==> src/rtl/core/ps2mct_pkg.sv <==
package ps2mct_pkg;

    localparam int X_SUBSTEPS = 4;
    localparam int Y_SUBSTEPS = 8;

    localparam int COLS_W  = 8;
    localparam int ROWS_W  = 6;
    localparam int POS_X_W = 10;
    localparam int POS_Y_W = 9;
    // signed sum of a position and a nine-bit move
    localparam int SUM_W   = 12;

    localparam int IN_TDATA_W  = 8;
    localparam int OUT_TDATA_W = 24;
    localparam int OUT_FIELDS_W = COLS_W + ROWS_W + 3;

    localparam logic [7:0] ACK_BYTE = 8'hFA;

    localparam int FLAG_LEFT       = 0;
    localparam int FLAG_RIGHT      = 1;
    localparam int FLAG_MIDDLE     = 2;
    localparam int FLAG_ALWAYS_ONE = 3;
    localparam int FLAG_X_SIGN     = 4;
    localparam int FLAG_Y_SIGN     = 5;
    localparam int FLAG_X_OVF      = 6;
    localparam int FLAG_Y_OVF      = 7;

    localparam logic [COLS_W-1:0] COLS_RESET = 8'd80;
    localparam logic [ROWS_W-1:0] ROWS_RESET = 6'd25;

    typedef enum logic [0:0] {
        REG_SCREEN_COLS = 1'b0,
        REG_SCREEN_ROWS = 1'b1
    } cfg_reg_t;

    typedef enum logic [2:0] {
        PH_FLAGS = 3'b001,
        PH_DX    = 3'b010,
        PH_DY    = 3'b100
    } phase_t;

    // clamp v to [0, limit-1]; zero limit gives zero
    function automatic logic [POS_X_W-1:0] clamp_axis(
        input logic signed [SUM_W-1:0] v,
        input logic [POS_X_W-1:0] limit
    );
        logic [POS_X_W-1:0] res;
        if (v < 0 || limit == '0)
            res = '0;
        else if ($unsigned(v) >= {{(SUM_W-POS_X_W){1'b0}}, limit})
            res = limit - 1'b1;
        else
            res = v[POS_X_W-1:0];
        return res;
    endfunction

endpackage

==> src/rtl/core/ps2_mouse_packet_cursor_tracker.sv <==
// Channel  | Dir | Handshake            | Payload
// s_*      | in  | s_tvalid / s_tready  | s_tdata[7:0] rx_byte
// m_*      | out | m_tvalid / m_tready  | m_tdata[23:0] packed cursor and buttons
// cfg_*    | in  | cfg_valid / cfg_ready| cfg_index, cfg_data
//
// One byte per cycle sustained while the result side does not stall.
// A Y byte passes through the input register and then the result register before
// its result shows on m_tvalid and m_tdata.
// Reset clears phase, flags, position and loads 80 columns by 25 rows.
// A stalled result holds in the output register; the input register takes one
// more byte and then holds it, with s_tready low, until the result moves on.
module ps2_mouse_packet_cursor_tracker
(
    input  logic        clk,
    input  logic        rst_n,

    input  logic        s_tvalid,
    output logic        s_tready,
    input  logic [ps2mct_pkg::IN_TDATA_W-1:0]  s_tdata,   // [7:0] rx_byte

    output logic        m_tvalid,
    input  logic        m_tready,
    // [7:0] cursor_col, [13:8] cursor_row, [14] left_pressed,
    // [15] right_pressed, [16] middle_pressed, [23:17] zero
    output logic [ps2mct_pkg::OUT_TDATA_W-1:0] m_tdata,

    input  logic        cfg_valid,
    output logic        cfg_ready,
    input  logic [0:0]  cfg_index,
    input  logic [7:0]  cfg_data
);

    logic                                     in_valid_reg;
    logic [7:0]                               in_byte_reg;
    logic                                     advance;

    ps2mct_pkg::phase_t                       phase_reg, phase_next;
    logic [7:0]                               flags_reg, flags_next;
    logic [7:0]                               dx_reg, dx_next;
    logic [ps2mct_pkg::POS_X_W-1:0]           pos_x_reg, pos_x_next;
    logic [ps2mct_pkg::POS_Y_W-1:0]           pos_y_reg, pos_y_next;
    logic [ps2mct_pkg::COLS_W-1:0]            cols_reg;
    logic [ps2mct_pkg::ROWS_W-1:0]            rows_reg;

    logic                                     out_valid_reg, out_valid_next;
    logic [ps2mct_pkg::OUT_FIELDS_W-1:0]      out_data_reg, out_data_next;

    logic signed [ps2mct_pkg::SUM_W-1:0]      move_x, move_y, sum_x, sum_y;
    logic [ps2mct_pkg::POS_X_W-1:0]           limit_x, limit_y, clamp_x, clamp_y;
    logic [ps2mct_pkg::POS_X_W-1:0]           col_full;
    logic [ps2mct_pkg::POS_Y_W-1:0]           row_full;
    logic                                     emit;

    assign cfg_ready = 1'b1;
    assign advance   = !out_valid_reg || m_tready;
    assign s_tready  = !in_valid_reg || advance;

    assign m_tvalid = out_valid_reg;
    assign m_tdata  = {{(ps2mct_pkg::OUT_TDATA_W-ps2mct_pkg::OUT_FIELDS_W){1'b0}},
                       out_data_reg};

    // nine-bit sign extension from the flag sign bits
    assign move_x = {{(ps2mct_pkg::SUM_W-8){flags_reg[ps2mct_pkg::FLAG_X_SIGN]}}, dx_reg};
    assign move_y = {{(ps2mct_pkg::SUM_W-8){flags_reg[ps2mct_pkg::FLAG_Y_SIGN]}},
                     in_byte_reg};
    assign sum_x  = $signed({{(ps2mct_pkg::SUM_W-ps2mct_pkg::POS_X_W){1'b0}}, pos_x_reg})
                    + move_x;
    assign sum_y  = $signed({{(ps2mct_pkg::SUM_W-ps2mct_pkg::POS_Y_W){1'b0}}, pos_y_reg})
                    - move_y;

    assign limit_x = ps2mct_pkg::POS_X_W'({2'b00, cols_reg} * ps2mct_pkg::X_SUBSTEPS);
    assign limit_y = ps2mct_pkg::POS_X_W'({4'b0000, rows_reg} * ps2mct_pkg::Y_SUBSTEPS);
    assign clamp_x = ps2mct_pkg::clamp_axis(sum_x, limit_x);
    assign clamp_y = ps2mct_pkg::clamp_axis(sum_y, limit_y);

    assign col_full = ps2mct_pkg::POS_X_W'(pos_x_next / ps2mct_pkg::X_SUBSTEPS);
    assign row_full = ps2mct_pkg::POS_Y_W'(pos_y_next / ps2mct_pkg::Y_SUBSTEPS);

    always_comb
    begin
        phase_next = phase_reg;
        flags_next = flags_reg;
        dx_next    = dx_reg;
        pos_x_next = pos_x_reg;
        pos_y_next = pos_y_reg;
        emit       = 1'b0;
        if (in_valid_reg && advance)
        begin
            unique case (phase_reg)
                ps2mct_pkg::PH_DX:
                begin
                    dx_next    = in_byte_reg;
                    phase_next = ps2mct_pkg::PH_DY;
                end
                ps2mct_pkg::PH_DY:
                begin
                    pos_x_next = clamp_x;
                    pos_y_next = clamp_y[ps2mct_pkg::POS_Y_W-1:0];
                    phase_next = ps2mct_pkg::PH_FLAGS;
                    emit       = 1'b1;
                end
                default:
                begin
                    phase_next = ps2mct_pkg::PH_FLAGS;
                    // ack is skipped; bad flags byte is dropped alone
                    if (in_byte_reg != ps2mct_pkg::ACK_BYTE
                        && in_byte_reg[ps2mct_pkg::FLAG_ALWAYS_ONE]
                        && !in_byte_reg[ps2mct_pkg::FLAG_X_OVF]
                        && !in_byte_reg[ps2mct_pkg::FLAG_Y_OVF])
                    begin
                        flags_next = in_byte_reg;
                        phase_next = ps2mct_pkg::PH_DX;
                    end
                end
            endcase
        end
    end

    always_comb
    begin
        out_valid_next = out_valid_reg && !m_tready;
        out_data_next  = out_data_reg;
        if (emit)
        begin
            out_valid_next = 1'b1;
            out_data_next  = {flags_reg[ps2mct_pkg::FLAG_MIDDLE],
                              flags_reg[ps2mct_pkg::FLAG_RIGHT],
                              flags_reg[ps2mct_pkg::FLAG_LEFT],
                              row_full[ps2mct_pkg::ROWS_W-1:0],
                              col_full[ps2mct_pkg::COLS_W-1:0]};
        end
    end

    always_ff @(posedge clk or negedge rst_n)
    begin
        if (!rst_n)
        begin
            in_valid_reg  <= 1'b0;
            out_valid_reg <= 1'b0;
            phase_reg     <= ps2mct_pkg::PH_FLAGS;
            flags_reg     <= '0;
            dx_reg        <= '0;
            pos_x_reg     <= '0;
            pos_y_reg     <= '0;
            cols_reg      <= ps2mct_pkg::COLS_RESET;
            rows_reg      <= ps2mct_pkg::ROWS_RESET;
        end
        else
        begin
            if (s_tready)
                in_valid_reg <= s_tvalid;
            out_valid_reg <= out_valid_next;
            phase_reg     <= phase_next;
            flags_reg     <= flags_next;
            dx_reg        <= dx_next;
            pos_x_reg     <= pos_x_next;
            pos_y_reg     <= pos_y_next;
            if (cfg_valid && cfg_ready)
            begin
                unique case (cfg_index)
                    ps2mct_pkg::REG_SCREEN_COLS: cols_reg <= cfg_data;
                    ps2mct_pkg::REG_SCREEN_ROWS: rows_reg <= cfg_data[ps2mct_pkg::ROWS_W-1:0];
                    default: ;
                endcase
            end
        end
    end

    always_ff @(posedge clk)
    begin
        if (s_tvalid && s_tready)
            in_byte_reg <= s_tdata;
        out_data_reg <= out_data_next;
    end

endmodule

==> config.mk <==
export PLATFORM = sky130hd
export DESIGN_NAME = ps2_mouse_packet_cursor_tracker
export DESIGN_NICKNAME = d
export VERILOG_FILES = /design/src/rtl/core/ps2mct_pkg.sv /design/src/rtl/core/ps2_mouse_packet_cursor_tracker.sv
export SDC_FILE = /design/constraint.sdc
export NUM_CORES = 1
export LEC_CHECK = 0
export ABC_AREA = 1
export BUFFER_PORTS_ARGS = -buffer_cell sky130_fd_sc_hd__buf_2
export CAP_MARGIN = 10
export CORE_MARGIN = 2
export CORE_UTILIZATION = 64
export CTS_CLUSTER_DIAMETER = 30
export DETAILED_ROUTE_END_ITERATION = 6
export PLACE_DENSITY = 0.89
export SYNTH_ARGS = -nofsm -noshare
export SYNTH_HDL_FRONTEND = slang
export SYNTH_SLANG_ARGS = --single-unit
==> constraint.sdc <==
create_clock -name clk -period 4.6 [get_ports clk]
set_input_delay 0.23 -clock clk [delete_from_list [all_inputs] [get_ports clk]]
set_output_delay 0.23 -clock clk [all_outputs]
set_load 0.01 [all_outputs]
; ---- After elaboration in Yosys (flattened, before gate mapping)
; Cells that the tools add are included.
[op_classes]
addsub = 4
magnitude_cmp = 4
eq_ne = 3
mux = 13
n_bitwise = 2
n_reduce_logical = 23
[op_table]
columns = cell, n
row1 = 10-bit 2-to-1 mux, 4
row2 = 9-bit 2-to-1 mux, 4
row3 = 10-bit logical NOT, 2
row4 = 11-bit by 9-bit adder with 12-bit output, 1
row5 = 12-bit by 10-bit greater-or-equal comparator with 1-bit output, 1
row6 = 12-bit by 9-bit greater-or-equal comparator with 1-bit output, 1
row7 = "12-bit by 1-bit < comparator with 1-bit output, second input constant", 1
row8 = "11-bit by 1-bit < comparator with 1-bit output, second input constant", 1
row9 = 10-bit by 9-bit subtractor with 11-bit output, 1
row10 = "10-bit by 1-bit subtractor with 10-bit output, second input constant", 1
row11 = "9-bit by 1-bit subtractor with 9-bit output, second input constant", 1
row12 = "8-bit inequality test, second input constant", 1
row13 = 2-bit AND reduction, 4
row14 = 1-bit logical AND, 6
row15 = 3-bit case mux with 2 select lines, 1
row16 = 1-bit logical NOT, 5
row17 = 1-bit logical OR, 4
row18 = "3-bit by 2-bit equality test with 1-bit output, second input constant", 1
row19 = "3-bit equality test, second input constant", 1
row20 = 1-bit 2-to-1 mux, 3
row21 = 3-bit AND reduction, 1
row22 = 2-bit 2-to-1 mux, 1
row23 = 1-bit inverter, 2
row24 = 2-bit OR reduction, 1
[word_totals]
register_bits = 77
inputBits = 22
word_cells = 62

; ---- Longest topological paths before layout
; Gate-level depths: netlist of run 1.
[depth]
word_depth = 6
ltp_mapped = 21
depth_no_buf = 21

; ---- Least setup slack after synthesis of run 1
; Ideal clock, no wire load.
[synth_path]
path_type = flip-flop to flip-flop
from = reg dx_reg[0]
to = reg out_data_reg[1] in the netlist's numbering, data pin
setup_time_ns = 0.257
arrival_ns = 2.708
required_time_ns = 4.343
slack_ns = 1.634
path_stages_with_launch = 19
path_buffers = 0
synth_period_minus_slack_ns = 2.966
path_cell_list = dfrtp_1 -> ha_1 -> fa_1 -> nand3_1 -> nand3_1 -> a21oi_1 -> xor2_1 -> inv_1 -> ha_1 -> nand2_1 -> a21oi_1 -> nor2_1 -> nand2_1 -> nand2_1 -> nand2_1 -> nor2_2 -> nand3_1 -> nand3_1 -> nand2_1
[synth_via]
elab_chain_len = 6
elab_cells_between_ends = 8
[synth_rtl]
columns = element, line
row1 = "start, declared", ps2_mouse_packet_cursor_tracker.sv:39  ; logic [7:0] dx_reg, dx_next;
row2 = "start signal, assigned", ps2_mouse_packet_cursor_tracker.sv:155  ; dx_reg <= dx_next;
row3 = 11-bit by 9-bit adder with 12-bit output *, ps2_mouse_packet_cursor_tracker.sv:67  ; + move_x;
row4 = 12-bit by 10-bit greater-or-equal comparator with 1-bit output / 12-bit by 1-bit < comparator with 1-bit output (equally long branches), "ps2mct_pkg.sv:50, ps2mct_pkg.sv:48"
row5 = 10-bit 2-to-1 mux / 1-bit logical OR (equally long branches), "ps2mct_pkg.sv:50, ps2mct_pkg.sv:48"
row6 = 10-bit 2-to-1 mux *, ps2mct_pkg.sv:48  ; if (v < 0 || limit == '0)
row7 = 10-bit 2-to-1 mux *, ps2_mouse_packet_cursor_tracker.sv:89  ; unique case (phase_reg)
row8 = 10-bit 2-to-1 mux *, ps2_mouse_packet_cursor_tracker.sv:87  ; if (in_valid_reg && advance)
row9 = "net col_full, one bit", ps2_mouse_packet_cursor_tracker.sv:50  ; logic [ps2mct_pkg::POS_X_W-1:0] col_full;
row10 = "end signal, assigned", ps2_mouse_packet_cursor_tracker.sv:173  ; out_data_reg <= out_data_next;
row11 = "end, declared", ps2_mouse_packet_cursor_tracker.sv:46  ; logic [ps2mct_pkg::OUT_FIELDS_W-1:0] out_data_reg, out_data_next;
; Mark *: on every way through the listed nets, which the timed path passes. The rest lies on a longest branch.
; A chain may end at the register's enable or synchronous reset.

; ---- Worst setup path after layout of run 1
[layout_path]
from = reg dx_reg[0]
to = reg out_data_reg[3] in the netlist's numbering, data pin
; Same word-level chain as after synthesis.

==> reports/metrics.json, run 1 <==
{
  "placement.cell_area": {"value": 0.00504, "unit": "mm²"},
  "seq_area_frac_synth": {"value": 42.7, "unit": "%"},
  "most_used_standard_cells_in_the_synthesized_netlist": {"value": "sky130_fd_sc_hd__nand2_1 (174), sky130_fd_sc_hd__inv_1 (84), sky130_fd_sc_hd__nand3_1 (52), sky130_fd_sc_hd__dfrtp_1 (45), sky130_fd_sc_hd__ha_1 (39)"},
  "synth_top_area_share": {"value": 23.6, "unit": "%"},
  "maximum_single_stage_delay_on_the_critical_path": {"value": 0.44, "unit": "ns"},
  "top_level_ports": {"value": 49},
  "firstDrtPassIters": {"value": 6},
  "core": {"value": 0.00725, "unit": "mm²"},
  "worst_path_depth": {"value": 19},
  "floorplan.die.width": {"value": 90.3, "unit": "µm"},
  "syn_inst": {"value": 591},
  "row_count": {"value": 31},
  "cts_hold_buffers": {"value": 0},
  "antenna_cells": {"value": 0},
  "drc": {"value": 0},
  "routed_wl": {"value": 10.8, "unit": "mm"},
  "timing.setup.tns": {"value": 0, "unit": "ns"},
  "syn_avg_cell_area": {"value": 8.07, "unit": "µm²"},
  "die_area": {"value": 0.00816, "unit": "mm²"},
  "mappedNetlistArea": {"value": 0.00477, "unit": "mm²"},
  "worst_setup_skew_after_layout": {"value": 0.00946, "unit": "ns"},
  "crit_end_element": {"value": "register"},
  "global_route_wire_length_before_repair": {"value": 18.0, "unit": "mm"},
  "deepest_level_of_the_cts_h_tree": {"value": 3},
  "combinational_family_with_the_most_area_after_synthesis": {"value": "simple AND/OR/NAND/NOR gates"},
  "number_of_endpoints_with_negative_hold_slack_in_the_final_report": {"value": 9},
  "relSlewSlack": {"value": 46.8, "unit": "%"},
  "failed_checks": {"value": "hold timing"},
  "crit_arrival": {"value": 3.63, "unit": "ns"},
  "ant_nets": {"value": 0},
  "vias_per_cell": {"value": 5.50},
  "timing.final.crit_share": {"value": 74.1, "unit": "%"},
  "yosys.area_share.xor_xnor": {"value": 4.22, "unit": "%"},
  "cellPowerDensity": {"value": 526, "unit": "mW/mm²"},
  "place_hpwl": {"value": 8.00, "unit": "mm"},
  "rsz0062_at_grt": {"value": "no"},
  "final.min_clock_period": {"value": 3.41, "unit": "ns"},
  "largest_register_ffs": {"value": 17},
  "hp-class": {"value": "input pin to async pin"},
  "area_contributors_post_synth": {"value": "sky130_fd_sc_hd__dfrtp_1 (24%), sky130_fd_sc_hd__edfxtp_1 (16%), sky130_fd_sc_hd__nand2_1 (14%)"},
  "die_height": {"value": 90.3, "unit": "µm"},
  "synthDistinctLibCells": {"value": 39},
  "cts.repair_timing.setup_buffer_count": {"value": 0},
  "critical-path-top-cell-by-count": {"value": "sky130_fd_sc_hd__nand2_1"},
  "yosys-mux-area-fraction": {"value": 0, "unit": "%"},
  "synth_enable_flop_cells": {"value": 25},
  "synth_compound_gate_area_share": {"value": 6.74, "unit": "%"},
  "worst-setup-path-type": {"value": "register to register"},
  "post_synthesis_adder_cell_area_fraction": {"value": 11.1, "unit": "%"},
  "clk_root_buffer_cell": {"value": "sky130_fd_sc_hd__clkbuf_8"},
  "insertion_delay": {"value": 0.36, "unit": "ns"},
  "netlist.top_cell.by_area": {"value": "sky130_fd_sc_hd__dfrtp_1"},
  "timing.hold.ws": {"value": -0.0111, "unit": "ns"},
  "global_route.usage.total": {"value": 27.7, "unit": "%"},
  "r2r.worst_path.cells": {"value": 19},
  "postCtsResizedCells": {"value": 0},
  "synth_most_common_cell": {"value": "sky130_fd_sc_hd__nand2_1"},
  "antenna_found_initial": {"value": 0},
  "fin_nets": {"value": 699},
  "clock_tree_from_tritoncts": {"value": "yes"},
  "number_of_buffer_cells_added_on_primary_ports": {"value": 40},
  "timing_max_transition_violations_final": {"value": 0},
  "wl_per_cell": {"value": 14.6, "unit": "µm"},
  "clock_buffers_created_by_tritoncts": {"value": 9},
  "synthesis_to_layout_area_growth": {"value": 9.89, "unit": "%"},
  "synth_async_sr_flop_share": {"value": 67.1, "unit": "%"},
  "vdd_drop_max": {"value": 0.000295, "unit": "V"},
  "overflow": {"value": 0},
  "clk_pin_slew": {"value": 0.09, "unit": "ns"},
  "crit_buf_inv": {"value": 1},
  "tightestPinTransition": {"value": 0.797, "unit": "ns"},
  "cp-start-kind": {"value": "register"},
  "worst_ep_required_time": {"value": 4.83, "unit": "ns"},
  "grt_pass1_vias": {"value": 3942},
  "max_freq": {"value": 294, "unit": "MHz"},
  "critical_path.reg2reg.startpoint": {"value": "dx_reg[0]$_DFFE_PN0P_"},
  "finalSetupViolCount": {"value": 0},
  "clock_path_buffers": {"value": 2},
  "crit_chain": {"value": "ha_1, fa_1, nand3_1, nand3_1, a21oi_1, xor2_1, inv_1, ha_1, nand2_1, a21oi_1, nor2_1, nand2_1, nand2_1, nand2_1, nor2_2, nand3_4, nand2_1, nand3_1, nand2_1"},
  "synth_top_flop_cell": {"value": "sky130_fd_sc_hd__dfrtp_1"},
  "finalInstanceArea": {"value": 0.00524, "unit": "mm²"},
  "detail_route.iter0.violations": {"value": 173},
  "routed-via-count": {"value": 4068},
  "cts.sinks": {"value": 76},
  "max_cap_viol_count": {"value": 0},
  "final_layout_size_suffix_gt1_share": {"value": 14.2, "unit": "%"},
  "leakage": {"value": 2.82, "unit": "nW"},
  "crit-reg2reg-capture": {"value": "out_data_reg[3]$_DFFE_PP_"},
  "synth.ff_latch_count": {"value": 76},
  "status": {"value": "complete, but fails checks"},
  "r2r_setup_slack": {"value": 1.19, "unit": "ns"},
  "initial_utilization": {"value": 65.8, "unit": "%"},
  "synth.yosys.warnings": {"value": 0},
  "cpLargestDelayFamily": {"value": "simple AND/OR/NAND/NOR gates"},
  "place_congestion": {"value": 0.946},
  "yosys.area_share.simple": {"value": 26.0, "unit": "%"},
  "worstPathMaxFanout": {"value": 10},
  "grt_max_degree": {"value": 52},
  "timing.critical_path.slowest_stage_cell": {"value": "sky130_fd_sc_hd__fa_1"}
}
[logic make-up after synthesis]
group / after synthesis
other cells: 2
simple gates: 283
compound gates: 59
flops: 76
buf+inv: 107
fa+ha+maj: 41
xor+xnor: 23
[how the worst max path moves through the flow]
stage | endpoint | slack [ns] | from
floorplan | out_data_reg[1]$_DFFE_PP_ | 1.63 | dx_reg[0]$_DFFE_PN0P_
global placement | out_data_reg[2]$_DFFE_PP_ | 1.41 | dx_reg[0]$_DFFE_PN0P_
detailed placement | out_data_reg[2]$_DFFE_PP_ | 1.28 | dx_reg[0]$_DFFE_PN0P_
CTS | out_data_reg[2]$_DFFE_PP_ | 1.26 | dx_reg[0]$_DFFE_PN0P_
global route | out_data_reg[7]$_DFFE_PP_ | 0.89 | dx_reg[0]$_DFFE_PN0P_
finish | out_data_reg[3]$_DFFE_PP_ | 1.19 | dx_reg[0]$_DFFE_PN0P_
[layer usage]
| metal | GRT usage (%) | up-vias | routed length [µm] |
|---|---|---|---|
| li1 | - | 1969 | - |
| met1 | 34.0 | 1902 | 4430 |
| met2 | 47.5 | 156 | 5420 |
| met3 | 5.76 | 41 | 577 |
| met5 | 0 | - | 0 |
| met4 | 11.7 | 0 | 364 |
[where the power goes]
part	switching [mW]	total [mW]	internal (mW)	leakage (nW)
Clock	0.272	0.526	0.254	0.102
Combinational	0.813	1.28	0.471	1.83
Sequential	0.110	0.948	0.838	0.881
[layout by cell type (no fill, tap or decap), types with 4 or more instances in the layout]
| cell | instances |
|---|---|
| sky130_fd_sc_hd__buf_2 | 40 |
| sky130_fd_sc_hd__conb_1 | 8 |
| sky130_fd_sc_hd__nor2_2 | 4 |
| sky130_fd_sc_hd__xor2_1 | 18 |
| sky130_fd_sc_hd__nand3_1 | 52 |
| sky130_fd_sc_hd__edfxtp_1 | 25 |
| sky130_fd_sc_hd__nor3_1 | 6 |
| sky130_fd_sc_hd__clkbuf_8 | 9 |
| sky130_fd_sc_hd__dfrtp_1 | 45 |
| sky130_fd_sc_hd__a21oi_1 | 20 |
| sky130_fd_sc_hd__inv_2 | 8 |
| sky130_fd_sc_hd__nand2_2 | 6 |
| sky130_fd_sc_hd__nor2_1 | 25 |
| sky130_fd_sc_hd__ha_1 | 39 |
| sky130_fd_sc_hd__nand2_1 | 174 |
| sky130_fd_sc_hd__xnor2_1 | 5 |
| sky130_fd_sc_hd__inv_1 | 84 |
| sky130_fd_sc_hd__nand4_1 | 6 |
| sky130_fd_sc_hd__o21ai_0 | 29 |
| sky130_fd_sc_hd__o21ai_1 | 4 |
| sky130_fd_sc_hd__dfstp_2 | 6 |
[area by class of cell]
cell class | count | area [µm²]
repair buffers | 42 | 215
well taps | 99 | 124
fillers | 550 | 2010
multi-input cells | 414 | 2320
flip-flops and latches | 76 | 2030
clock inverters | 7 | 73.8
inverters | 93 | 349
clock buffers | 9 | 124
[per-stage QoR]
step / total power, mW / std cells / setup WS [ns] / utilization [%]
after global routing: 3.00 / 740 / 0.893 / 72.3
after global placement: 2.16 / 724 / 1.41 / 69.5
after detailed placement: 2.21 / 724 / 1.28 / 69.5
final: 2.76 / 740 / 1.19 / 72.3
after CTS: 2.74 / 740 / 1.26 / 72.3
after floorplan: 1.92 / 597 / 1.63 / -
No activity file was read; power rests on OpenSTA's default activity.
==> run 2, diff against run 1 <==
--- a/config.mk
+++ b/config.mk
@@ -9,10 +9,10 @@
 export BUFFER_PORTS_ARGS = -buffer_cell sky130_fd_sc_hd__buf_2
 export CAP_MARGIN = 10
 export CORE_MARGIN = 2
-export CORE_UTILIZATION = 64
+export CORE_UTILIZATION = 54
 export CTS_CLUSTER_DIAMETER = 30
 export DETAILED_ROUTE_END_ITERATION = 6
-export PLACE_DENSITY = 0.89
+export PLACE_DENSITY = 0.8
 export SYNTH_ARGS = -nofsm -noshare
 export SYNTH_HDL_FRONTEND = slang
 export SYNTH_SLANG_ARGS = --single-unit
==> constraint.sdc (replaced) <==
create_clock -name clk -period 2.9 [get_ports clk]
set_input_delay 0.145 -clock clk [delete_from_list [all_inputs] [get_ports clk]]
set_output_delay 0.145 -clock clk [all_outputs]
set_load 0.01 [all_outputs]
==> reports/metrics.json, run 2 (same netlist as run 1, synthesis figures left out) <==
{
  "status": {"value": "complete, but fails checks", "change": "unchanged"},
  "failed_checks": {"value": "setup timing", "change": "was hold timing"},
  "largest_register_ffs": {"value": 17, "change": "unchanged"},
  "cellPowerDensity": {"value": 918, "unit": "mW/mm²", "change": "was 526 mW/mm²"},
  "fin_nets": {"value": 751, "change": "was 699"},
  "cp-start-kind": {"value": "register", "change": "unchanged"},
  "final.min_clock_period": {"value": 3.16, "unit": "ns", "change": "was 3.41 ns"},
  "clock_buffers_created_by_tritoncts": {"value": 9, "change": "unchanged"},
  "timing.critical_path.slowest_stage_cell": {"value": "sky130_fd_sc_hd__dfrtp_1", "change": "was sky130_fd_sc_hd__fa_1"},
  "hp-class": {"value": "input pin to register", "change": "was input pin to async pin"},
  "vdd_drop_max": {"value": 0.000410, "unit": "V", "change": "was 0.000295 V"},
  "core": {"value": 0.00864, "unit": "mm²", "change": "was 0.00725 mm²"},
  "placement.cell_area": {"value": 0.00532, "unit": "mm²", "change": "was 0.00504 mm²"},
  "place_congestion": {"value": 0.963, "change": "was 0.946"},
  "global_route.usage.total": {"value": 27.1, "unit": "%", "change": "was 27.7%"},
  "number_of_buffer_cells_added_on_primary_ports": {"value": 40, "change": "unchanged"},
  "final_common_cell": {"value": "sky130_fd_sc_hd__nand2_1", "change": "unchanged"},
  "global_route_wire_length_before_repair": {"value": 20.8, "unit": "mm", "change": "was 18.0 mm"},
  "die_area": {"value": 0.00960, "unit": "mm²", "change": "was 0.00816 mm²"},
  "antenna_found_initial": {"value": 0, "change": "unchanged"},
  "crit_end_element": {"value": "register", "change": "unchanged"},
  "swShare": {"value": 44.7, "unit": "%", "change": "was 43.3%"},
  "finalInstanceArea": {"value": 0.00616, "unit": "mm²", "change": "was 0.00524 mm²"},
  "initial_utilization": {"value": 55.2, "unit": "%", "change": "was 65.8%"},
  "clk_root_buffer_cell": {"value": "sky130_fd_sc_hd__clkbuf_8", "change": "unchanged"},
  "synthesis_to_layout_area_growth": {"value": 29.2, "unit": "%", "change": "was 9.89%"},
  "switchingPower": {"value": 2.53, "unit": "mW", "change": "was 1.20 mW"},
  "ant_nets": {"value": 0, "change": "unchanged"},
  "maximum_single_stage_delay_on_the_critical_path": {"value": 0.39, "unit": "ns", "change": "was 0.44 ns"},
  "power.total": {"value": 5.66, "unit": "mW", "change": "was 2.76 mW"},
  "clock_path_buffers": {"value": 2, "change": "unchanged"},
  "number_of_endpoints_with_negative_hold_slack_in_the_final_report": {"value": 0, "change": "was 9"},
  "routed_wl": {"value": 13.5, "unit": "mm", "change": "was 10.8 mm"},
  "crit_arrival": {"value": 3.39, "unit": "ns", "change": "was 3.63 ns"},
  "pwr-share-clk": {"value": 16.1, "unit": "%", "change": "was 19.1%"},
  "leakage": {"value": 3.11, "unit": "nW", "change": "was 2.82 nW"},
  "insertion_delay": {"value": 0.35, "unit": "ns", "change": "was 0.36 ns"},
  "timing.final.ws_setup": {"value": -0.262, "unit": "ns", "change": "was 1.19 ns"},
  "floorplan.die.width": {"value": 98.0, "unit": "µm", "change": "was 90.3 µm"},
  "worstSetupEndpoint": {"value": "out_data_reg[7]$_DFFE_PP_", "change": "was out_data_reg[3]$_DFFE_PP_"},
  "wl_per_cell": {"value": 16.9, "unit": "µm", "change": "was 14.6 µm"},
  "tightestPinTransition": {"value": 0.779, "unit": "ns", "change": "was 0.797 ns"},
  "clk_pin_slew": {"value": 0.08, "unit": "ns", "change": "was 0.09 ns"},
  "crit_chain": {"value": "ha_2, fa_2, buf_4, xnor2_1, ha_1, nand2_1, inv_1, nand2_1, nand2_1, nand2_1, nand2_1, nand2_1, nand2_2, nor2_4, nand3_4, nand2_2, nand3_2, nand2_2", "change": "was ha_1, fa_1, nand3_1, nand3_1, a21oi_1, xor2_1, inv_1, ha_1, nand2_1, a21oi_1, nor2_1, nand2_1, nand2_1, nand2_1, nor2_2, nand3_4, nand2_1, nand3_1, nand2_1"},
  "finalSetupViolCount": {"value": 33, "change": "was 0"},
  "rsz0062_at_grt": {"value": "yes", "change": "was no"},
  "vias_per_cell": {"value": 5.65, "change": "was 5.50"},
  "clock_tree_from_tritoncts": {"value": "yes", "change": "unchanged"},
  "grt_max_degree": {"value": 33, "change": "was 52"},
  "worst-setup-path-type": {"value": "register to register", "change": "unchanged"},
  "worst_ep_required_time": {"value": 3.13, "unit": "ns", "change": "was 4.83 ns"},
  "cpLargestDelayFamily": {"value": "simple AND/OR/NAND/NOR gates", "change": "unchanged"},
  "seq_power_share": {"value": 26.9, "unit": "%", "change": "was 34.4%"},
  "firstDrtPassIters": {"value": 5, "change": "was 6"},
  "crit-reg2reg-capture": {"value": "out_data_reg[7]$_DFFE_PP_", "change": "was out_data_reg[3]$_DFFE_PP_"},
  "layout_filler_cell_count": {"value": 610, "change": "was 550"},
  "overflow": {"value": 0, "change": "unchanged"},
  "critical_path.reg2reg.startpoint": {"value": "pos_x_reg[0]$_DFFE_PN0P_", "change": "was dx_reg[0]$_DFFE_PN0P_"},
  "relSlewSlack": {"value": 48.1, "unit": "%", "change": "was 46.8%"},
  "r2r.worst_path.cells": {"value": 18, "change": "was 19"},
  "max_freq": {"value": 316, "unit": "MHz", "change": "was 294 MHz"},
  "layout.cells.most_common_list": {"value": "sky130_fd_sc_hd__nand2_1 (140), sky130_fd_sc_hd__inv_1 (79), sky130_fd_sc_hd__dfrtp_1 (44)", "change": "was sky130_fd_sc_hd__nand2_1 (174), sky130_fd_sc_hd__inv_1 (84), sky130_fd_sc_hd__nand3_1 (52)"},
  "cts.sinks": {"value": 76, "change": "unchanged"},
  "routed-via-count": {"value": 4522, "change": "was 4068"},
  "timing_max_transition_violations_final": {"value": 0, "change": "unchanged"},
  "detail_route.iter0.violations": {"value": 293, "change": "was 173"},
  "grt_pass1_vias": {"value": 4455, "change": "was 3942"},
  "deepest_level_of_the_cts_h_tree": {"value": 3, "change": "unchanged"},
  "power_report.internal_total": {"value": 3.13, "unit": "mW", "change": "was 1.56 mW"},
  "worst_setup_skew_after_layout": {"value": 0.00734, "unit": "ns", "change": "was 0.00946 ns"},
  "whs_path_depth": {"value": 3},
  "drc": {"value": 0, "change": "unchanged"},
  "final_layout_size_suffix_gt1_share": {"value": 33.2, "unit": "%", "change": "was 14.2%"},
  "antenna_cells": {"value": 0, "change": "unchanged"},
  "die_height": {"value": 98.0, "unit": "µm", "change": "was 90.3 µm"},
  "timing.final.crit_share": {"value": 109, "unit": "%", "change": "was 74.1%"},
  "timing.critical_path.from": {"value": "pos_x_reg[0]$_DFFE_PN0P_", "change": "was dx_reg[0]$_DFFE_PN0P_"},
  "row_count": {"value": 34, "change": "was 31"},
  "worstPathMaxFanout": {"value": 6, "change": "was 10"},
  "r2r_setup_slack": {"value": -0.26, "unit": "ns", "change": "was 1.19 ns"},
  "max_cap_viol_count": {"value": 0, "change": "unchanged"},
  "crit_buf_inv": {"value": 2, "change": "was 1"},
  "top_level_ports": {"value": 49, "change": "unchanged"},
  "worst_path_depth": {"value": 18, "change": "was 19"},
  "power.combinational.fraction": {"value": 57.1, "unit": "%", "change": "was 46.5%"},
  "critical-path-top-cell-by-count": {"value": "sky130_fd_sc_hd__nand2_1", "change": "unchanged"},
  "place_hpwl": {"value": 8.64, "unit": "mm", "change": "was 8.00 mm"}
}
## run 2: what timing repair did
item / in CTS / in global routing
gates cloned: 2 / 0
hold buffers: 11 / 0
buffers inserted: 1 / 4
gates resized for setup: 54 / 53
pin swaps: 32 / 31
endpoints found under the setup margin: 27 / 33
hold endpoints to repair: 40 / 0
## run 2: per-stage QoR
step / worst slack (ns) / cells / utilization [%] / hold WS, ns / setup TNS, ns
floorplan: 0.0169 / 597 / - / -0.151 / 0
global placement: -0.131 / 768 / 61.6 / 0.255 / -0.987
detailed placement: -0.220 / 768 / 61.6 / 0.262 / -3.25
CTS: -0.148 / 798 / 68.7 / 0.0107 / -2.34
global route: -0.369 / 801 / 71.3 / 0.0483 / -9.86
finish: -0.262 / 801 / 71.3 / 0.0223 / -5.09
## run 2: per-layer routing
| metal | up-vias | track usage, % | wire length (µm) |
|---|---|---|---|
| li1 | 2073 | - | - |
| met1 | 2153 | 31.6 | 5130 |
| met2 | 233 | 47.7 | 6890 |
| met3 | 63 | 5.08 | 921 |
| met4 | 0 | 13.5 | 574 |
| met5 | - | 0 | 0 |
## run 2: final cells by class
| type | count | area [µm²] | share of cell area (%) |
|---|---|---|---|
| clock buffers | 10 | 128 | 2.07 |
| clock inverters | 6 | 88.8 | 1.44 |
| inverters | 93 | 352 | 5.71 |
| multi-input cells | 416 | 2800 | 45.4 |
| flip-flops and latches | 76 | 2040 | 33.0 |
| well taps | 108 | 135 | 2.19 |
| repair buffers | 92 | 626 | 10.2 |
## run 2: how the worst min path moves through the flow
stage / start / endpoint / slack [ns]
after detailed placement: rst_n / flags_reg[4]$_DFFE_PN0P_ / 0.26
after global placement: rst_n / flags_reg[4]$_DFFE_PN0P_ / 0.26
after global routing: cfg_data[4] / cols_reg[4]$_DFFE_PN1P_ / 0.05
final: cfg_data[6] / cols_reg[6]$_DFFE_PN1P_ / 0.02
after floorplan: rst_n / cols_reg[0]$_DFFE_PN0P_ / -0.15
after CTS: cfg_data[6] / cols_reg[6]$_DFFE_PN1P_ / 0.01
## run 2: worst reg2reg max path: stages (launching register included)
cell                      delay (ns)
sky130_fd_sc_hd__dfrtp_1        0.39
sky130_fd_sc_hd__ha_2           0.20
sky130_fd_sc_hd__fa_2           0.36
sky130_fd_sc_hd__buf_4          0.16
sky130_fd_sc_hd__xnor2_1        0.30
sky130_fd_sc_hd__ha_1           0.32
sky130_fd_sc_hd__nand2_1        0.08
sky130_fd_sc_hd__inv_1          0.04
sky130_fd_sc_hd__nand2_1        0.05
sky130_fd_sc_hd__nand2_1        0.06
sky130_fd_sc_hd__nand2_1        0.09
sky130_fd_sc_hd__nand2_1        0.07
sky130_fd_sc_hd__nand2_1        0.08
sky130_fd_sc_hd__nand2_2        0.08
sky130_fd_sc_hd__nor2_4         0.25
sky130_fd_sc_hd__nand3_4        0.19
sky130_fd_sc_hd__nand2_2        0.12
sky130_fd_sc_hd__nand3_2        0.07
sky130_fd_sc_hd__nand2_2        0.09
## run 2: power groups by stage
stage,combinational [mW],clock [mW],sequential (mW)
after CTS,2.72,0.912,1.50
after global routing,3.48,0.960,1.54
final,3.23,0.908,1.52
after global placement,2.20,0,1.50
after floorplan,1.61,0,1.46
after detailed placement,2.30,0,1.51
==> run 3, diff against run 2 <==
--- a/config.mk
+++ b/config.mk
@@ -8,6 +8,7 @@
 export ABC_AREA = 1
 export BUFFER_PORTS_ARGS = -buffer_cell sky130_fd_sc_hd__buf_2
 export CAP_MARGIN = 10
+export CORE_ASPECT_RATIO = 0.75
 export CORE_MARGIN = 2
 export CORE_UTILIZATION = 54
 export CTS_CLUSTER_DIAMETER = 30
==> reports/metrics.json, run 3 (same netlist as run 1, synthesis figures left out) <==
{
  "vdd_drop_max": {"value": 0.000551, "unit": "V", "change": "was 0.000410 V"},
  "max_freq": {"value": 314, "unit": "MHz", "change": "was 316 MHz"},
  "seq_power_share": {"value": 24.5, "unit": "%", "change": "was 26.9%"},
  "firstDrtPassIters": {"value": 5, "change": "unchanged"},
  "antenna_cells": {"value": 0, "change": "unchanged"},
  "cellPowerDensity": {"value": 974, "unit": "mW/mm²", "change": "was 918 mW/mm²"},
  "crit_chain": {"value": "ha_4, fa_2, nand3_2, nand3_2, a21oi_2, xor2_2, inv_2, ha_4, nand2_4, a21oi_2, nor2_1, nand2_1, nand2_1, nand2_2, nor2_4, buf_12, nand3_4, nand2_2, nand3_2, nand2_2", "change": "was ha_2, fa_2, buf_4, xnor2_1, ha_1, nand2_1, inv_1, nand2_1, nand2_1, nand2_1, nand2_1, nand2_1, nand2_2, nor2_4, nand3_4, nand2_2, nand3_2, nand2_2"},
  "crit_end_element": {"value": "register", "change": "unchanged"},
  "pwr-share-clk": {"value": 19.9, "unit": "%", "change": "was 16.1%"},
  "cp-start-kind": {"value": "register", "change": "unchanged"},
  "power.total": {"value": 6.25, "unit": "mW", "change": "was 5.66 mW"},
  "final_common_cell": {"value": "sky130_fd_sc_hd__nand2_1", "change": "unchanged"},
  "floorplan.die.width": {"value": 113, "unit": "µm", "change": "was 98.0 µm"},
  "placement.setup.worst_slack": {"value": -0.175, "unit": "ns", "change": "was -0.220 ns"},
  "worstPathMaxFanout": {"value": 6, "change": "unchanged"},
  "worst-setup-path-type": {"value": "register to register", "change": "unchanged"},
  "finalSetupViolCount": {"value": 25, "change": "was 33"},
  "routed_wl": {"value": 13.5, "unit": "mm", "change": "about the same"},
  "fin_nets": {"value": 770, "change": "was 751"},
  "leakage": {"value": 3.25, "unit": "nW", "change": "was 3.11 nW"},
  "insertion_delay": {"value": 0.35, "unit": "ns", "change": "about the same"},
  "deepest_level_of_the_cts_h_tree": {"value": 3, "change": "unchanged"},
  "place_hpwl": {"value": 8.49, "unit": "mm", "change": "was 8.64 mm"},
  "timing.final.crit_share": {"value": 110, "unit": "%", "change": "was 109%"},
  "global_route_wire_length_before_repair": {"value": 20.8, "unit": "mm", "change": "about the same"},
  "cpLargestDelayFamily": {"value": "simple AND/OR/NAND/NOR gates", "change": "unchanged"},
  "final.min_clock_period": {"value": 3.19, "unit": "ns", "change": "was 3.16 ns"},
  "crit_arrival": {"value": 3.28, "unit": "ns", "change": "was 3.39 ns"},
  "swShare": {"value": 41.6, "unit": "%", "change": "was 44.7%"},
  "grt_pass1_vias": {"value": 4433, "change": "was 4455"},
  "power.combinational.fraction": {"value": 55.6, "unit": "%", "change": "was 57.1%"},
  "max_cap_viol_count": {"value": 0, "change": "unchanged"},
  "die_height": {"value": 85.4, "unit": "µm", "change": "was 98.0 µm"},
  "core": {"value": 0.00853, "unit": "mm²", "change": "was 0.00864 mm²"},
  "tightestPinTransition": {"value": 0.708, "unit": "ns", "change": "was 0.779 ns"},
  "routed-via-count": {"value": 4422, "change": "was 4522"},
  "die_area": {"value": 0.00961, "unit": "mm²", "change": "was 0.00960 mm²"},
  "clk_pin_slew": {"value": 0.07, "unit": "ns", "change": "was 0.08 ns"},
  "number_of_endpoints_with_negative_hold_slack_in_the_final_report": {"value": 0, "change": "unchanged"},
  "finalInstanceArea": {"value": 0.00642, "unit": "mm²", "change": "was 0.00616 mm²"},
  "status": {"value": "complete, but fails checks", "change": "unchanged"},
  "detail_route.iter0.violations": {"value": 303, "change": "was 293"},
  "crit_buf_inv": {"value": 2, "change": "unchanged"},
  "layout.cells.most_common_list": {"value": "sky130_fd_sc_hd__nand2_1 (147), sky130_fd_sc_hd__inv_1 (78), sky130_fd_sc_hd__buf_4 (59)", "change": "was sky130_fd_sc_hd__nand2_1 (140), sky130_fd_sc_hd__inv_1 (79), sky130_fd_sc_hd__dfrtp_1 (44)"},
  "timing_max_transition_violations_final": {"value": 0, "change": "unchanged"},
  "row_count": {"value": 29, "change": "was 34"},
  "timing.critical_path.slowest_stage_cell": {"value": "sky130_fd_sc_hd__dfrtp_1", "change": "unchanged"},
  "place_congestion": {"value": 0.985, "change": "was 0.963"},
  "timing.final.ws_setup": {"value": -0.286, "unit": "ns", "change": "was -0.262 ns"},
  "worst_ep_required_time": {"value": 3.00, "unit": "ns", "change": "was 3.13 ns"},
  "synthesis_to_layout_area_growth": {"value": 34.7, "unit": "%", "change": "was 29.2%"},
  "largest_register_ffs": {"value": 17, "change": "unchanged"},
  "initial_utilization": {"value": 55.9, "unit": "%", "change": "was 55.2%"},
  "maximum_single_stage_delay_on_the_critical_path": {"value": 0.41, "unit": "ns", "change": "was 0.39 ns"},
  "hp-class": {"value": "input pin to register", "change": "unchanged"},
  "power_report.internal_total": {"value": 3.66, "unit": "mW", "change": "was 3.13 mW"},
  "rsz0062_at_grt": {"value": "yes", "change": "unchanged"},
  "clock_tree_from_tritoncts": {"value": "yes", "change": "unchanged"},
  "clk_root_buffer_cell": {"value": "sky130_fd_sc_hd__clkbuf_16", "change": "was sky130_fd_sc_hd__clkbuf_8"},
  "cts.sinks": {"value": 76, "change": "unchanged"},
  "wl_per_cell": {"value": 16.4, "unit": "µm", "change": "was 16.9 µm"},
  "finish.utilization": {"value": 75.3, "unit": "%", "change": "was 71.3%"},
  "final_layout_size_suffix_gt1_share": {"value": 34.6, "unit": "%", "change": "was 33.2%"},
  "failed_checks": {"value": "setup timing", "change": "unchanged"},
  "vias_per_cell": {"value": 5.39, "change": "was 5.65"},
  "drc": {"value": 0, "change": "unchanged"},
  "number_of_buffer_cells_added_on_primary_ports": {"value": 40, "change": "unchanged"},
  "global_route.usage.total": {"value": 27.9, "unit": "%", "change": "was 27.1%"},
  "placement.cell_area": {"value": 0.00529, "unit": "mm²", "change": "was 0.00532 mm²"},
  "worst_setup_skew_after_layout": {"value": 0.00961, "unit": "ns", "change": "was 0.00734 ns"},
  "ant_nets": {"value": 0, "change": "unchanged"},
  "overflow": {"value": 0, "change": "unchanged"},
  "relSlewSlack": {"value": 52.8, "unit": "%", "change": "was 48.1%"},
  "clock_path_buffers": {"value": 2, "change": "unchanged"},
  "antenna_found_initial": {"value": 0, "change": "unchanged"},
  "top_level_ports": {"value": 49, "change": "unchanged"},
  "switchingPower": {"value": 2.60, "unit": "mW", "change": "was 2.53 mW"},
  "grt_max_degree": {"value": 29, "change": "was 33"},
  "clock_buffers_created_by_tritoncts": {"value": 9, "change": "unchanged"}
}
## run 3: changes by cell type in the layout (fill, tap and decap cells not counted), moves of 2 or more
cell,previous run,this run
sky130_fd_sc_hd__ha_1,29,27
sky130_fd_sc_hd__ha_4,8,11
sky130_fd_sc_hd__clkbuf_8,9,0
sky130_fd_sc_hd__nand2_1,140,147
sky130_fd_sc_hd__nand2_2,39,32
sky130_fd_sc_hd__inv_6,0,4
sky130_fd_sc_hd__clkinvlp_4,2,0
sky130_fd_sc_hd__dlygate4sd3_1,11,9
sky130_fd_sc_hd__clkbuf_16,0,9
sky130_fd_sc_hd__buf_4,39,59
## run 3: routing by layer
| metal | GRT usage (%) | part of all wire [%] | wire length (µm) |
|---|---|---|---|
| met2 | 47.9 | 50 | 6690 |
| met3 | 7.57 | 6.4 | 861 |
| met1 | 33.0 | 40 | 5380 |
| met5 | 0 | 0 | 0 |
| met4 | 12.7 | 4.0 | 537 |
## run 3: layout make-up
| cell class | instances | area [µm²] |
|---|---|---|
| Multi-Input combinational cell | 416 | 2800 |
| Inverter | 93 | 352 |
| Tap cell | 108 | 135 |
| Timing Repair Buffer | 111 | 776 |
| Clock buffer | 9 | 225 |
| Clock inverter | 7 | 104 |
| Sequential cell | 76 | 2040 |
| Fill cell | 531 | 2100 |
## run 3: what timing repair did
item | 4_1_cts | 5_1_grt
hold endpoints to repair | 30 | 0
gates resized for setup | 51 | 50
hold buffers | 9 | 0
gates cloned | 2 | 0
pin swaps | 29 | 34
endpoints found under the setup margin | 33 | 33
setup buffers | 19 | 11
## run 3: worst paths after layout
check / start / end / slack (ns) / cells after the start
min: s_tvalid / in_valid_reg$_DFFE_PN0N_ / 0.02 / 3
max: dx_reg[0]$_DFFE_PN0P_ / out_data_reg[0]$_DFFE_PP_ / -0.29 / 20
max in group asynchronous: rst_n / phase_reg[0]$_DFFE_PN1P_ / 1.67 / 3
max reg2reg: dx_reg[0]$_DFFE_PN0P_ / out_data_reg[0]$_DFFE_PP_ / -0.29 / 20
min reg2reg: flags_reg[2]$_DFFE_PN0P_ / out_data_reg[16]$_DFFE_PP_ / 0.46 / 0
min in group asynchronous: rst_n / dx_reg[1]$_DFFE_PN0P_ / 0.39 / 2
## run 3: per-stage QoR
| stage | instances | setup TNS [ns] | hold WS (ns) |
|---|---|---|---|
| finish | 820 | -3.96 | 0.0208 |
| global route | 820 | -10.27 | 0.0272 |
| CTS | 810 | -0.732 | 0.0219 |
| detailed placement | 764 | -3.10 | 0.228 |
| global placement | 764 | -1.14 | 0.200 |
| floorplan | 597 | 0 | -0.151 |
## run 3: worst min-delay path, cell delays in order
cell                      delay, ns
sky130_fd_sc_hd__buf_2         0.07
sky130_fd_sc_hd__nand2_1       0.06
sky130_fd_sc_hd__nand2_1       0.06
## run 3: power groups by stage
stage / clock network (mW) / logic (mW) / registers [mW]
after floorplan: 0 / 1.61 / 1.46
after global placement: 0 / 2.19 / 1.50
after detailed placement: 0 / 2.24 / 1.50
after CTS: 1.25 / 2.90 / 1.50
after global routing: 1.29 / 3.78 / 1.55
final: 1.24 / 3.48 / 1.53
